--- src/hw/rtl/mbsp_pkg.sv ---
`timescale 1ns / 1ps
// ----------------------------------------------------------------------------
// mbsp_pkg
// Shared types, codes and decode helpers for the MIDI byte stream parser.
// ----------------------------------------------------------------------------
package mbsp_pkg;

  // configuration port
  localparam int          CFG_ADDR_W       = 3;
  localparam int          CFG_DATA_W       = 32;
  localparam int          LIMIT_W          = 7;
  localparam logic        REG_SYSEX_LIMIT  = 1'b0;   // word index, paddr[2]
  localparam logic [6:0]  SYSEX_LIMIT_RST  = 7'd3;
  localparam logic [6:0]  SYSEX_LIMIT_MIN  = 7'd3;

  // special bytes
  localparam logic [7:0]  BYTE_SYSEX_START = 8'hF0;
  localparam logic [7:0]  BYTE_SYSEX_END   = 8'hF7;

  // msg_kind codes
  localparam logic        KIND_SHORT       = 1'b0;
  localparam logic        KIND_SYSEX       = 1'b1;

  typedef enum logic [1:0] {
    ST_IDLE,
    ST_READ,
    ST_LOAD
  } state_e;

  // one short message as produced by the assembler
  typedef struct packed {
    logic       emit;
    logic [7:0] status;
    logic [6:0] data1;
    logic [6:0] data2;
    logic [1:0] len;
  } short_res_t;

  // message length for a status byte, 0 where the status is undefined
  function automatic logic [1:0] needed_len(input logic [7:0] status);
    logic [1:0] len;
    len = 2'd0;
    unique case (status[7:4]) inside
      4'h8, 4'h9, 4'hA, 4'hB, 4'hE: len = 2'd3;
      4'hC, 4'hD:                   len = 2'd2;
      4'hF: begin
        unique case (status[3:0]) inside
          4'h6, 4'h8, 4'hA, 4'hB, 4'hC, 4'hE, 4'hF: len = 2'd1;
          4'h1, 4'h3:                               len = 2'd2;
          4'h2:                                     len = 2'd3;
          default:                                  len = 2'd0;
        endcase
      end
      default:                      len = 2'd0;
    endcase
    return len;
  endfunction

endpackage

--- src/hw/rtl/mbsp_sysex_mem.sv ---
`timescale 1ns / 1ps
// ----------------------------------------------------------------------------
// mbsp_sysex_mem
// System-exclusive byte store: one write port, one registered read port.
// ----------------------------------------------------------------------------
module mbsp_sysex_mem #(
  parameter int Depth = 64,
  parameter int AddrW = 6
) (
  input  logic             clk_i,
  input  logic             we_i,
  input  logic [AddrW-1:0] waddr_i,
  input  logic [7:0]       wdata_i,
  input  logic             re_i,
  input  logic [AddrW-1:0] raddr_i,
  output logic [7:0]       rdata_o
);

  logic [7:0] mem_q [Depth];
  logic [7:0] rdata_q;

  always_ff @(posedge clk_i) begin
    if (we_i) begin
      mem_q[waddr_i] <= wdata_i;
    end
  end

  always_ff @(posedge clk_i) begin
    if (re_i) begin
      rdata_q <= mem_q[raddr_i];
    end
  end

  assign rdata_o = rdata_q;

endmodule

--- src/hw/rtl/mbsp_short_asm.sv ---
`timescale 1ns / 1ps
// ----------------------------------------------------------------------------
// mbsp_short_asm
// Collects channel, system common and real-time messages byte by byte.
// ----------------------------------------------------------------------------
module mbsp_short_asm (
  input  logic                clk_i,
  input  logic                rst_ni,
  input  logic                step_i,
  input  logic [7:0]          byte_i,
  output mbsp_pkg::short_res_t res_o
);

  import mbsp_pkg::*;

  logic       in_msg_q, in_msg_d;
  logic [1:0] cnt_q, cnt_d;
  logic [1:0] need_q, need_d;
  logic [7:0] status_q, status_d;
  logic [6:0] data1_q, data1_d;
  logic [1:0] cnt_inc;

  assign cnt_inc = cnt_q + 2'd1;

  always_comb begin
    in_msg_d = in_msg_q;
    cnt_d    = cnt_q;
    need_d   = need_q;
    status_d = status_q;
    data1_d  = data1_q;
    res_o    = '0;
    if (step_i) begin
      if (byte_i[7]) begin
        if (byte_i == BYTE_SYSEX_START) begin
          in_msg_d = 1'b0;
        end else begin
          in_msg_d     = 1'b1;
          status_d     = byte_i;
          cnt_d        = 2'd1;
          need_d       = needed_len(byte_i);
          res_o.emit   = (needed_len(byte_i) == 2'd1);
          res_o.status = byte_i;
          res_o.len    = 2'd1;
        end
      end else if (in_msg_q && cnt_q != 2'd3) begin
        cnt_d = cnt_inc;
        if (cnt_q == 2'd1) begin
          data1_d = byte_i[6:0];
        end
        res_o.emit   = (need_q != 2'd0) && (cnt_inc == need_q);
        res_o.status = status_q;
        res_o.data1  = (cnt_q == 2'd1) ? byte_i[6:0] : data1_q;
        res_o.data2  = (cnt_q == 2'd2) ? byte_i[6:0] : 7'd0;
        res_o.len    = need_q;
      end
    end
  end

  always_ff @(posedge clk_i or negedge rst_ni) begin
    if (!rst_ni) begin
      in_msg_q <= 1'b0;
      cnt_q    <= 2'd0;
      need_q   <= 2'd0;
    end else begin
      in_msg_q <= in_msg_d;
      cnt_q    <= cnt_d;
      need_q   <= need_d;
    end
  end

  always_ff @(posedge clk_i) begin
    status_q <= status_d;
    data1_q  <= data1_d;
  end

endmodule

--- src/hw/rtl/midi_byte_stream_parser.sv ---
`timescale 1ns / 1ps
// ----------------------------------------------------------------------------
// midi_byte_stream_parser
// Turns a stream of received MIDI bytes into complete messages and
// system-exclusive byte runs.
// ----------------------------------------------------------------------------
// Usage:
//   rx channel: one MIDI byte per word (rx_valid_i / rx_stall_o). A byte is
//   taken into a one-word input buffer, so a new byte can be accepted while a
//   result still waits at the output.
//   out channel: one result per word (out_valid_o / out_stall_i), held in an
//   output register until taken.
//   Each byte is registered in the buffer and then parsed once the output
//   register is free; the buffer takes no new byte until then. A short message
//   is registered in the output register when its last byte is parsed.
//   On F7 the stored system-exclusive bytes are replayed from the byte store,
//   each through a read state and a load state (the store's read port is
//   registered); no byte is parsed until the run is done.
//   A stall on the output simply holds the result; parsing waits behind it.
//   Reset clears all control state and sets sysex_limit to 3; no clearing
//   pass is needed since only bytes written in the current run are read.
//   sysex_limit lives at byte address 0 of the APB port.
// ----------------------------------------------------------------------------
module midi_byte_stream_parser #(
  parameter int SYSEX_DEPTH = 64
) (
  input  logic                              clk_i,
  input  logic                              rst_ni,
  // received bytes
  input  logic                              rx_valid_i,
  output logic                              rx_stall_o,
  input  logic [7:0]                        rx_byte_i,
  // results
  output logic                              out_valid_o,
  input  logic                              out_stall_i,
  output logic                              msg_kind_o,
  output logic [7:0]                        status_or_data_o,
  output logic [6:0]                        first_data_o,
  output logic [6:0]                        second_data_o,
  output logic [1:0]                        msg_length_o,
  output logic                              last_o,
  // configuration
  input  logic                              psel,
  input  logic                              penable,
  input  logic                              pwrite,
  input  logic [mbsp_pkg::CFG_ADDR_W-1:0]   paddr,
  input  logic [mbsp_pkg::CFG_DATA_W-1:0]   pwdata,
  output logic [mbsp_pkg::CFG_DATA_W-1:0]   prdata,
  output logic                              pready
);

  import mbsp_pkg::*;

  localparam int              FillW     = $clog2(SYSEX_DEPTH + 1);
  localparam int              AddrW     = $clog2(SYSEX_DEPTH);
  localparam logic [LIMIT_W-1:0] DepthLim = LIMIT_W'(SYSEX_DEPTH);

  // configuration register
  logic [LIMIT_W-1:0] limit_q;
  logic [LIMIT_W-1:0] lim_eff;
  logic               cfg_wr;

  assign pready = 1'b1;
  assign cfg_wr = psel && penable && pwrite && (paddr[2] == REG_SYSEX_LIMIT);
  assign prdata = (paddr[2] == REG_SYSEX_LIMIT) ?
                  CFG_DATA_W'(limit_q) : '0;

  always_ff @(posedge clk_i or negedge rst_ni) begin
    if (!rst_ni) begin
      limit_q <= SYSEX_LIMIT_RST;
    end else if (cfg_wr) begin
      limit_q <= pwdata[LIMIT_W-1:0];
    end
  end

  always_comb begin
    if (limit_q < SYSEX_LIMIT_MIN) begin
      lim_eff = SYSEX_LIMIT_MIN;
    end else if (limit_q > DepthLim) begin
      lim_eff = DepthLim;
    end else begin
      lim_eff = limit_q;
    end
  end

  // control state
  state_e           state_q, state_d;
  logic             in_full_q, in_full_d;
  logic [7:0]       in_byte_q, in_byte_d;
  logic             in_sysex_q, in_sysex_d;
  logic [FillW-1:0] fill_q, fill_d;
  logic [FillW-1:0] run_len_q, run_len_d;
  logic [FillW-1:0] rd_idx_q, rd_idx_d;
  logic [FillW-1:0] fill_inc, rd_idx_inc;

  // output register
  logic             out_valid_q, out_valid_d;
  logic             kind_q, kind_d;
  logic [7:0]       sod_q, sod_d;
  logic [6:0]       d1_q, d1_d;
  logic [6:0]       d2_q, d2_d;
  logic [1:0]       len_q, len_d;
  logic             last_q, last_d;

  logic             out_free, rx_take, proc, short_step;
  logic             mem_we, mem_re;
  logic [7:0]       mem_rdata;
  short_res_t       short_res;

  assign out_free   = !out_valid_q || !out_stall_i;
  assign rx_stall_o = in_full_q;
  assign rx_take    = rx_valid_i && !in_full_q;
  assign proc       = (state_q == ST_IDLE) && in_full_q && out_free;
  assign short_step = proc && !in_sysex_q;
  assign fill_inc   = fill_q + FillW'(1);
  assign rd_idx_inc = rd_idx_q + FillW'(1);

  mbsp_short_asm u_short (
    .clk_i  (clk_i),
    .rst_ni (rst_ni),
    .step_i (short_step),
    .byte_i (in_byte_q),
    .res_o  (short_res)
  );

  // store is written only while collecting and read only during replay
  mbsp_sysex_mem #(
    .Depth (SYSEX_DEPTH),
    .AddrW (AddrW)
  ) u_mem (
    .clk_i   (clk_i),
    .we_i    (mem_we),
    .waddr_i (fill_q[AddrW-1:0]),
    .wdata_i (in_byte_q),
    .re_i    (mem_re),
    .raddr_i (rd_idx_q[AddrW-1:0]),
    .rdata_o (mem_rdata)
  );

  always_comb begin
    state_d     = state_q;
    in_full_d   = in_full_q;
    in_byte_d   = in_byte_q;
    in_sysex_d  = in_sysex_q;
    fill_d      = fill_q;
    run_len_d   = run_len_q;
    rd_idx_d    = rd_idx_q;
    out_valid_d = out_valid_q && out_stall_i;
    kind_d      = kind_q;
    sod_d       = sod_q;
    d1_d        = d1_q;
    d2_d        = d2_q;
    len_d       = len_q;
    last_d      = last_q;
    mem_we      = 1'b0;
    mem_re      = 1'b0;

    unique case (state_q)
      ST_IDLE: begin
        if (proc) begin
          in_full_d = 1'b0;
          if (in_sysex_q) begin
            mem_we = 1'b1;
            if (in_byte_q == BYTE_SYSEX_END) begin
              run_len_d  = fill_inc;
              rd_idx_d   = '0;
              fill_d     = '0;
              in_sysex_d = 1'b0;
              state_d    = ST_READ;
            end else if (LIMIT_W'(fill_inc) >= lim_eff) begin
              // overflow: drop the run
              fill_d     = '0;
              in_sysex_d = 1'b0;
            end else begin
              fill_d = fill_inc;
            end
          end else begin
            if (in_byte_q == BYTE_SYSEX_START) begin
              in_sysex_d = 1'b1;
              fill_d     = '0;
            end
            if (short_res.emit) begin
              out_valid_d = 1'b1;
              kind_d      = KIND_SHORT;
              sod_d       = short_res.status;
              d1_d        = short_res.data1;
              d2_d        = short_res.data2;
              len_d       = short_res.len;
              last_d      = 1'b1;
            end
          end
        end
      end
      ST_READ: begin
        mem_re  = 1'b1;
        state_d = ST_LOAD;
      end
      ST_LOAD: begin
        if (out_free) begin
          out_valid_d = 1'b1;
          kind_d      = KIND_SYSEX;
          sod_d       = mem_rdata;
          d1_d        = 7'd0;
          d2_d        = 7'd0;
          len_d       = 2'd1;
          last_d      = (rd_idx_inc == run_len_q);
          rd_idx_d    = rd_idx_inc;
          state_d     = (rd_idx_inc == run_len_q) ? ST_IDLE : ST_READ;
        end
      end
      default: begin
        state_d = ST_IDLE;
      end
    endcase

    if (rx_take) begin
      in_full_d = 1'b1;
      in_byte_d = rx_byte_i;
    end
  end

  always_ff @(posedge clk_i or negedge rst_ni) begin
    if (!rst_ni) begin
      state_q     <= ST_IDLE;
      in_full_q   <= 1'b0;
      in_sysex_q  <= 1'b0;
      fill_q      <= '0;
      run_len_q   <= '0;
      rd_idx_q    <= '0;
      out_valid_q <= 1'b0;
    end else begin
      state_q     <= state_d;
      in_full_q   <= in_full_d;
      in_sysex_q  <= in_sysex_d;
      fill_q      <= fill_d;
      run_len_q   <= run_len_d;
      rd_idx_q    <= rd_idx_d;
      out_valid_q <= out_valid_d;
    end
  end

  always_ff @(posedge clk_i) begin
    in_byte_q <= in_byte_d;
    kind_q    <= kind_d;
    sod_q     <= sod_d;
    d1_q      <= d1_d;
    d2_q      <= d2_d;
    len_q     <= len_d;
    last_q    <= last_d;
  end

  assign out_valid_o      = out_valid_q;
  assign msg_kind_o       = kind_q;
  assign status_or_data_o = sod_q;
  assign first_data_o     = d1_q;
  assign second_data_o    = d2_q;
  assign msg_length_o     = len_q;
  assign last_o           = last_q;

`ifndef SYNTH
  // the store never fills past its depth while collecting
  a_fill_in_range: assert property (@(posedge clk_i) disable iff (!rst_ni)
    in_sysex_q |-> (fill_q < FillW'(SYSEX_DEPTH)))
    else $error("sysex fill count beyond store depth");

  // replay only runs outside collection
  a_replay_not_sysex: assert property (@(posedge clk_i) disable iff (!rst_ni)
    (state_q != ST_IDLE) |-> !in_sysex_q)
    else $error("replay while collecting sysex");

  // replay reads stay inside the stored run
  a_replay_index: assert property (@(posedge clk_i) disable iff (!rst_ni)
    (state_q == ST_READ || state_q == ST_LOAD) |-> (rd_idx_q < run_len_q))
    else $error("replay index past run length");

  // the store is never written and read in the same cycle
  a_mem_exclusive: assert property (@(posedge clk_i) disable iff (!rst_ni)
    !(mem_we && mem_re))
    else $error("store written and read together");
`endif

endmodule

--- config.mk ---
export PLATFORM = sky130hd
export DESIGN_NAME = midi_byte_stream_parser
export DESIGN_NICKNAME = d
export VERILOG_FILES = /design/src/hw/rtl/mbsp_pkg.sv /design/src/hw/rtl/mbsp_sysex_mem.sv /design/src/hw/rtl/mbsp_short_asm.sv /design/src/hw/rtl/midi_byte_stream_parser.sv
export SDC_FILE = /design/constraint.sdc
export NUM_CORES = 1
export LEC_CHECK = 0
export ABC_AREA = 1
export BUFFER_PORTS_ARGS = -buffer_cell sky130_fd_sc_hd__buf_4
export CAP_MARGIN = 10
export CORE_MARGIN = 1
export CORE_UTILIZATION = 40
export DETAILED_ROUTE_END_ITERATION = 16
export PLACE_DENSITY_LB_ADDON = 0.05
export SLEW_MARGIN = 10
export SYNTH_ARGS = -nofsm -noshare
export SYNTH_HDL_FRONTEND = slang
export SYNTH_SLANG_ARGS = --single-unit
--- constraint.sdc ---
create_clock -name clk_i -period 11.6 [get_ports clk_i]
set_input_delay 2.9 -clock clk_i [delete_from_list [all_inputs] [get_ports clk_i]]
set_output_delay 2.9 -clock clk_i [all_outputs]
set_load 0.01 [all_outputs]
==> results of run 1 <==
## worst paths after layout
path                                         startpoint                           end  slack, ns  cells past startpoint
hold / removal             u_short.in_msg_q$_DFFE_PN0P_  u_short.in_msg_q$_DFFE_PN0P_       0.49                      2
setup / recovery                               paddr[2]                     prdata[2]       5.40                      3
setup reg to reg                rd_idx_q[0]$_DFFE_PN0P_    u_mem.rdata_o[5]$_DFFE_PN_       7.25                     11
max in group asynchronous                        rst_ni       rd_idx_q[1]$_DFFE_PN0P_       8.91                      1
hold reg to reg            u_short.in_msg_q$_DFFE_PN0P_  u_short.in_msg_q$_DFFE_PN0P_       0.49                      2
min in group asynchronous                        rst_ni        limit_q[5]$_DFFE_PN0P_       2.27                      1
## power breakdown
part / total (mW) / leakage [nW] / internal (mW) / switching [mW]
Clock: 2.18 / 1.11 / 1.29 / 0.888
Sequential: 2.69 / 5.57 / 2.57 / 0.119
Combinational: 2.16 / 3.98 / 0.578 / 1.59
## cells in the final DEF, fill, tap and decap left out, types with 12 or more instances in the layout
cell	Yosys	layout
clkinv_2	0	14
nor2_1	120	120
buf_4	37	79
clkbuf_16	0	68
conb_1	2	26
clkbuf_1	11	15
o21ai_1	14	14
nand2_1	750	750
ha_1	12	12
edfxtp_1	568	568
nand3_1	458	458
inv_1	56	55
dfrtp_1	36	33
a21oi_1	14	13
o21ai_0	24	24
## sequential cells by signal, indices dropped and copies added (netlist names)
register / flops
u_short.need_q: 2
fill_q: 7
rx_stall_o: 1
in_sysex_q: 1
out_valid_o: 1
run_len_q: 7
in_byte_q: 8
last_o: 1
msg_length_o: 2
u_short.status_q: 7
state_q: 2
u_short.in_msg_q: 1
u_mem.rdata_o: 8
second_data_o: 7
limit_q: 7
rd_idx_q: 7
u_mem.mem_q: 512
first_data_o: 7
u_short.data1_q: 7
u_short.cnt_q: 2
msg_kind_o: 1
status_or_data_o: 8
## routing by layer
layer	vias up	GRT usage (%)
met4	0	6.26
met3	104	3.60
met5	-	0
met2	365	32.5
met1	7967	28.9
li1	7865	-
## cells by family (layout without fill, tap and decap cells)
kind of cell    after synthesis  after routing  share of synthesized area (%)
buf+inv                     214            271                           4.65
xor+xnor                      6              6                          0.205
flops                       606            606                           70.3
other cells                   2             26                         0.0293
simple gates               1356           1356                           22.7
fa+ha+maj                    12             12                          0.586
compound gates               68             68                           1.55
## through the flow
step           total power, mW  util (%)  setup WS (ns)
4_1_cts                   7.10      45.4           5.41
5_1_grt                   7.43      45.4           5.37
3_3_place_gp              4.91      41.9           5.42
3_5_place_dp              4.92      41.9           5.41
6_report                  7.03      45.4           5.40
2_1_floorplan             4.23         -           5.45
## final cells by class
type | count | share of cell area (%)
multi-input combinational | 1468 | 22.7
tap | 846 | 3.69
clock buffer | 86 | 6.27
sequential | 606 | 62.8
timing repair buffer | 79 | 2.07
inverter | 69 | 0.955
clock inverter | 37 | 1.58
## worst register-to-register path: cells and delay by family, from the launching register on
kind          cells  cell delay [ns]
flops             1             0.71
simple gates      8             1.17
buf+inv           3             2.34
==> impl_metrics.toml, run 1 <==
[layout]
syn_to_final_growth_pct = 12.1
multi_input_area_um2 = 6510
layout-drive-gt1-share_pct = 9.59
final_area_um2 = 28700
final_cells = 3191
regArea_um2 = 18000
antennaDiodeCount = 0
fillers = 5871
nets = 2354

[timing]
slew_violations = 0
holdWs_ns = 0.489
fmax_mhz = 161
tightest_slew_ns = 1.17
rsz0062_at_grt = "no"
min_period_over_period_pct = 53.4
setup-tns-final_ns = 0
post-route-min-period_ns = 6.20
fin_skew_ns = 0.0209
hold_violations = 0
slew_headroom_pct = 21.7
setup_violations = 0

[detailed_routing]
drtAntennaViolNets = 0
drt-total-wl_um = 66000
wl_met2_um = 30900
via_per_inst = 5.11
wl_met1_um = 30400
drt_iter0_drc = 1260
wl_met3_um = 3100
drt-pass1-iter-count = 5
routedWlPerCell_um = 20.7
via_count = 16300
drc = 0
highest_layer = "met4"

[global_routing]
track_usage_pct = 20.6
grt_max_degree = 101
antenna_found_initial = 1
grt_pass1_wl_um = 97800
grt_overflow_total = 0
first_global_vias = 15500

[synth]
yosys-top-cells-area = "edfxtp_1, nand2_1, nand3_1, dfrtp_1, nor2_1"
yosys_warnings = 0
yosysMostFrequentCell = "nand2_1"
ys_ff_latch = 606
synth-edff-count = 568
yosysTopAreaCell = "edfxtp_1"
synth_ff_type = "edfxtp_1"
ys_top_cells_by_count = "nand2_1, edfxtp_1, nand3_1"
postSynth.asyncResetShare_pct = 6.27
synth_top_cell_area_share_pct = 66.6
ys_seq_area_share_pct = 70.3
netlist_area_um2 = 25600
synth_cell_types = 43
syn_area_per_cell_um2 = 11.3
netlist_instances = 2264

[clock_tree]
cts_buffers = 68
cts_tree = "done"
clkSinkCount = 606
clk_pin_slew_ns = 0.05
post_cts_resized = 0
h-tree-depth = 3
hold_buffers = 0
cts-root-buf = "clkbuf_16"
insertion_delay_ns = 0.61
postCtsSetupBuffers = 0
clock_tree.buffer_depth = 3

[worst_setup_path]
timing.critical_path.mode_cell = "buf_4"
crit_fanout = 8
critPathSlowestCell = "buf_4"
slowest_delay_ns = 0.14
cp.arrival_ns = 3.30
critPathRequiredTime_ns = 8.70
path_cells = "buf_4, nor2_1, buf_4"
path_delay_family = "buffers and inverters"
cp-end-kind = "output port"
crit_type = "in2out"
cp-start-kind = "input pin"
cp_num_buf_inv = 2

[run_status]
status = "finished clean"

[hold_path]
min-delay-path-class = "reg2reg"

[floorplanning]
die_x_um = 255
initial_core_util_pct = 40.5
io_pins = 111
die-height_um = 255
dieArea_um2 = 65100
row_count = 92
core_um2 = 63200

[placement]
port_buffers = 57
dpl_cell_area_um2 = 26500
place_congestion = 0.803
hpwl_um = 37500
place_inst = 3068

[power]
leakagePower_nw = 10.7
vdd_ir_drop_max_v = 0.000134
powerDensity_nw_per_um2 = 245

[job]
maxCapViolCount = 0
(Power assumes the default switching activity.)
==> run 2: changes to the inputs <==
==> constraint.sdc (replaced) <==
create_clock -name clk_i -period 5.1 [get_ports clk_i]
set_input_delay 1.275 -clock clk_i [delete_from_list [all_inputs] [get_ports clk_i]]
set_output_delay 1.275 -clock clk_i [all_outputs]
set_load 0.01 [all_outputs]
==> impl_metrics.toml, run 2 (synthesis results as in run 1) <==
[clock_tree]
cts_buffers = 69
hold_buffers = 0
clk_pin_slew_ns = 0.06
insertion_delay_ns = 0.60
post_cts_resized = 0
cts_tree = "done"
cts-root-buf = "clkbuf_16"
postCtsSetupBuffers = 0
clkSinkCount = 606
clock_tree.buffer_depth = 3
h-tree-depth = 3

[worst_setup_path]
rr_worst_depth = 8
crit_type = "in2reg"
cp-start-kind = "input pin"
critPathRequiredTime_ns = 5.31
critPathSlowestCell = "nor2_1"
reg2reg_to = "u_mem.rdata_o[4]$_DFFE_PN_"
crit_fanout = 16
rr_startpoint = "rd_idx_q[1]$_DFFE_PN0P_"
r2r_slack_ns = 1.98
slowest_delay_ns = 0.82
cp-end-kind = "flop"
cp.arrival_ns = 3.42
path_cells = "buf_4, nand2_1, nand3_2, inv_2, nand2_4, inv_6, nand4_2, nor2_1"

[layout]
syn_to_final_growth_pct = 12.1
final_common_cell = "nand2_1"
largest_register = "u_mem.mem_q"
layout-drive-gt1-share_pct = 9.51
final_cell_mix = "nand2_1, edfxtp_1, nand3_1"
fillers = 5815
largest_register_ffs = 512
antennaDiodeCount = 0
nets = 2354
multi_input_area_um2 = 6510
final_core_util_pct = 45.4
regArea_um2 = 18000
final_cells = 3190

[detailed_routing]
drt_iter0_drc = 1310
drt-total-wl_um = 66700
routedWlPerCell_um = 20.9
via_count = 16200
via_per_inst = 5.08
drtAntennaViolNets = 0
drt-pass1-iter-count = 5
drc = 0

[power]
power_frac_seq_pct = 38.5
switching_power_mw = 5.90
powerDensity_nw_per_um2 = 555
power.share.switching_pct = 37.0
vdd_ir_drop_max_v = 0.000368
p_int_mw = 10.1
p_clk_share_pct = 30.5
p_comb_share_pct = 31.1
leakagePower_nw = 10.6

[timing]
min_period_over_period_pct = 63.0
slew_violations = 0
tightest_slew_ns = 1.16
fin_skew_ns = 0.0287
slew_headroom_pct = 22.8
post-route-min-period_ns = 3.21
rsz0062_at_grt = "no"
fmax_mhz = 311
setup-tns-final_ns = 0
hold_violations = 0
setup_violations = 0

[hold_path]
min-delay-path-class = "reg2reg"
worstHoldStart = "u_short.in_msg_q$_DFFE_PN0P_"
min_to = "u_short.in_msg_q$_DFFE_PN0P_"
min_path_cells = 2

[job]
maxCapViolCount = 0

[global_routing]
antenna_found_initial = 1
track_usage_pct = 21.0
grt_overflow_total = 0
first_global_vias = 16000
grt_max_degree = 129
grt_pass1_wl_um = 99800

[run_status]
status = "finished clean"

[placement]
place_inst = 3067
port_buffers = 57
place_congestion = 0.807
hpwl_um = 38100

[floorplanning]
initial_core_util_pct = 40.5
dieArea_um2 = 65100
core_um2 = 63200
io_pins = 111
die-height_um = 255
die_x_um = 255
row_count = 92
-- run 2: cell types whose count changed in the layout (fill, tap and decap cells not counted), moves of 4 or more --
cell / previous run / this run
clkbuf_16: 68 / 73
clkinvlp_4: 0 / 5
buf_4: 79 / 74
buf_12: 0 / 4
-- run 2: worst max-delay path by stage --
| stage | endpoint | from | slack, ns | cells past startpoint |
|---|---|---|---|---|
| 3_3_place_gp | u_mem.mem_q[16][1]$_DFFE_PP_ | out_stall_i | 1.29 | 8 |
| 3_5_place_dp | u_mem.mem_q[48][5]$_DFFE_PP_ | out_stall_i | 1.29 | 8 |
| 6_report | u_mem.mem_q[32][4]$_DFFE_PP_ | out_stall_i | 1.89 | 8 |
| 2_1_floorplan | first_data_o[0]$_SDFFCE_PP0P_ | in_byte_q[6]$_DFFE_PP_ | 1.42 | 8 |
| 5_1_grt | u_mem.mem_q[16][7]$_DFFE_PP_ | out_stall_i | 1.76 | 8 |
| 4_1_cts | u_mem.mem_q[32][2]$_DFFE_PP_ | out_stall_i | 1.92 | 8 |
-- run 2: power by group through the flow --
stage | Combinational, mW | Clock (mW) | Sequential [mW]
2_1_floorplan | 3.48 | 0 | 6.15
3_3_place_gp | 4.95 | 0 | 6.23
3_5_place_dp | 5.00 | 0 | 6.24
4_1_cts | 5.01 | 4.98 | 6.13
5_1_grt | 5.55 | 5.16 | 6.17
6_report | 4.95 | 4.87 | 6.13
-- run 2: area by class of cell --
cell class	count	area share (%)
flip-flops and latches	606	62.7
inverters	69	0.954
clock inverters	37	1.22
well taps	846	3.69
repair buffers	78	2.21
multi-input cells	1468	22.7
clock buffers	86	6.53
-- run 2: per-stage QoR --
stage          power, mW  worst slack (ns)  hold WS [ns]  instance area [um^2]
2_1_floorplan       9.63              1.42         0.450                 25700
3_3_place_gp        11.2              1.29         0.471                 26500
3_5_place_dp        11.2              1.29         0.471                 26500
4_1_cts             16.1              1.92         0.487                 28700
5_1_grt             16.9              1.76         0.531                 28700
6_report            16.0              1.89         0.485                 28700
-- run 2: routing by layer --
| layer | wire, um | global-route usage (%) |
|---|---|---|
| met4 | 2280 | 7.77 |
| met3 | 3290 | 3.45 |
| met5 | 0 | 0 |
| met2 | 30600 | 32.8 |
| met1 | 30600 | 29.5 |
-- run 2: worst max-delay path, delay by kind of cell --
family	cells	cell delay, ns
buf+inv	3	0.36
simple gates	5	1.76
==> run 3: changes to the inputs <==
==> constraint.sdc (replaced) <==
create_clock -name clk_i -period 3.3 [get_ports clk_i]
set_input_delay 0.825 -clock clk_i [delete_from_list [all_inputs] [get_ports clk_i]]
set_output_delay 0.825 -clock clk_i [all_outputs]
set_load 0.01 [all_outputs]
==> impl_metrics.toml, run 3 (synthesis results as in run 1) <==
[detailed_routing]
routedWlPerCell_um = 20.5
via_per_inst = 5.05
drt-pass1-iter-count = 5
via_count = 16600
drc = 0
drtAntennaViolNets = 0
drt-total-wl_um = 67200
drt_iter0_drc = 1180

[clock_tree]
cts_buffers = 68
clk_pin_slew_ns = 0.06
cts-root-buf = "clkbuf_16"
postCtsSetupBuffers = 0
hold_buffers = 0
insertion_delay_ns = 0.60
clock_tree.buffer_depth = 3
h-tree-depth = 3
cts_tree = "done"
clkSinkCount = 606
post_cts_resized = 0

[timing]
setup_slack_ns = 0.460
setup_violations = 0
setup-tns-final_ns = 0
tightest_slew_ns = 0.975
holdWs_ns = 0.213
rsz0062_at_grt = "no"
fin_skew_ns = 0.0175
min_period_over_period_pct = 86.1
post-route-min-period_ns = 2.84
slew_violations = 0
hold_violations = 0
fmax_mhz = 352
slew_headroom_pct = 35.0

[layout]
largest_register_ffs = 512
syn_to_final_growth_pct = 14.8
largest_register = "u_mem.mem_q"
final_cell_mix = "nand2_1, edfxtp_1, nand3_1"
regArea_um2 = 18000
final_common_cell = "nand2_1"
fillers = 5803
layout-drive-gt1-share_pct = 12.5
final_area_um2 = 29400
multi_input_area_um2 = 6510
final_core_util_pct = 46.5
antennaDiodeCount = 0
nets = 2439

[global_routing]
grt_max_degree = 129
grt_overflow_total = 0
track_usage_pct = 21.0
antenna_found_initial = 0
first_global_vias = 15900
grt_pass1_wl_um = 99800

[placement]
pre_cts_slack_ns = 0.478
port_buffers = 57
hpwl_um = 39500
dpl_cell_area_um2 = 27200
place_congestion = 0.878

[power]
vdd_ir_drop_max_v = 0.000477
leakagePower_nw = 11.1
powerDensity_nw_per_um2 = 844

[worst_setup_path]
cp-start-kind = "flop"
critPathSlowestCell = "nor2_1"
path_delay_family = "simple AND/OR/NAND/NOR gates"
cp_num_buf_inv = 1
slowest_delay_ns = 0.44
cp.arrival_ns = 3.35
critPathRequiredTime_ns = 3.81
cp-end-kind = "flop"
path_cells = "nor4_1, inv_1, o31ai_1, nand2_1, ha_1, a21o_1, a21oi_1, nand3_1, nor2_1, nand3_1, o21ai_1"
crit_fanout = 8
timing.critical_path.mode_cell = "nand3_1"
crit_type = "reg2reg"

[floorplanning]
io_pins = 111
die_x_um = 255
die-height_um = 255
dieArea_um2 = 65100
row_count = 92
core_um2 = 63200
initial_core_util_pct = 40.5

[run_status]
status = "finished clean"

[job]
maxCapViolCount = 0

[hold_path]
min-delay-path-class = "in2async"
==> run 3: cell count changes in the layout (fill, tap and decap cells not counted), moves of 2 or more <==
cell	previous run	this run
clkbuf_16	73	71
clkbuf_8	0	2
clkinv_4	2	0
buf_12	4	8
clkinvlp_4	5	0
clkinv_1	13	15
clkbuf_1	13	17
inv_6	3	5
buf_4	74	156
==> run 3: final cells by class <==
type,instances,area share (%)
Clock buffer,90,6.35
Clock inverter,35,1.17
Inverter,69,0.932
Multi-Input combinational cell,1468,22.1
Sequential cell,606,61.3
Tap cell,846,3.60
Timing Repair Buffer,164,4.53
==> run 3: path summary, 6_finish.rpt <==
check	startpoint	endpoint	slack, ns	depth (start not counted)
min reg2reg	state_q[1]$_DFFE_PN0P_	state_q[1]$_DFFE_PN0P_	0.49	1
max in group asynchronous	rst_ni	rd_idx_q[1]$_DFFE_PN0P_	2.64	1
min	rst_ni	limit_q[6]$_DFFE_PN0P_	0.21	1
max	limit_q[5]$_DFFE_PN0P_	fill_q[5]$_DFFE_PN0P_	0.46	11
max reg2reg	limit_q[5]$_DFFE_PN0P_	fill_q[5]$_DFFE_PN0P_	0.46	11
min in group clk_i	rx_byte_i[2]	in_byte_q[2]$_DFFE_PP_	0.41	1
==> run 3: report_power, final <==
part	internal, mW	total, mW	switching (mW)
sequential	9.03	9.36	0.330
combinational	2.18	7.95	5.78
clock	4.47	7.50	3.03
==> run 3: per-stage QoR <==
stage	cells	total power, mW
2_1_floorplan	2288	14.9
3_3_place_gp	3153	17.5
3_5_place_dp	3153	17.6
4_1_cts	3278	25.1
5_1_grt	3278	26.2
6_report	3278	24.8
==> run 3: metal layers <==
| metal | vias up | GRT usage, % | share of wire [%] |
|---|---|---|---|
| li1 | 8024 | - | - |
| met1 | 8071 | 29.0 | 46 |
| met2 | 371 | 33.3 | 47 |
| met3 | 87 | 3.97 | 5.2 |
| met4 | 0 | 6.86 | 2.4 |
| met5 | - | 0 | 0 |
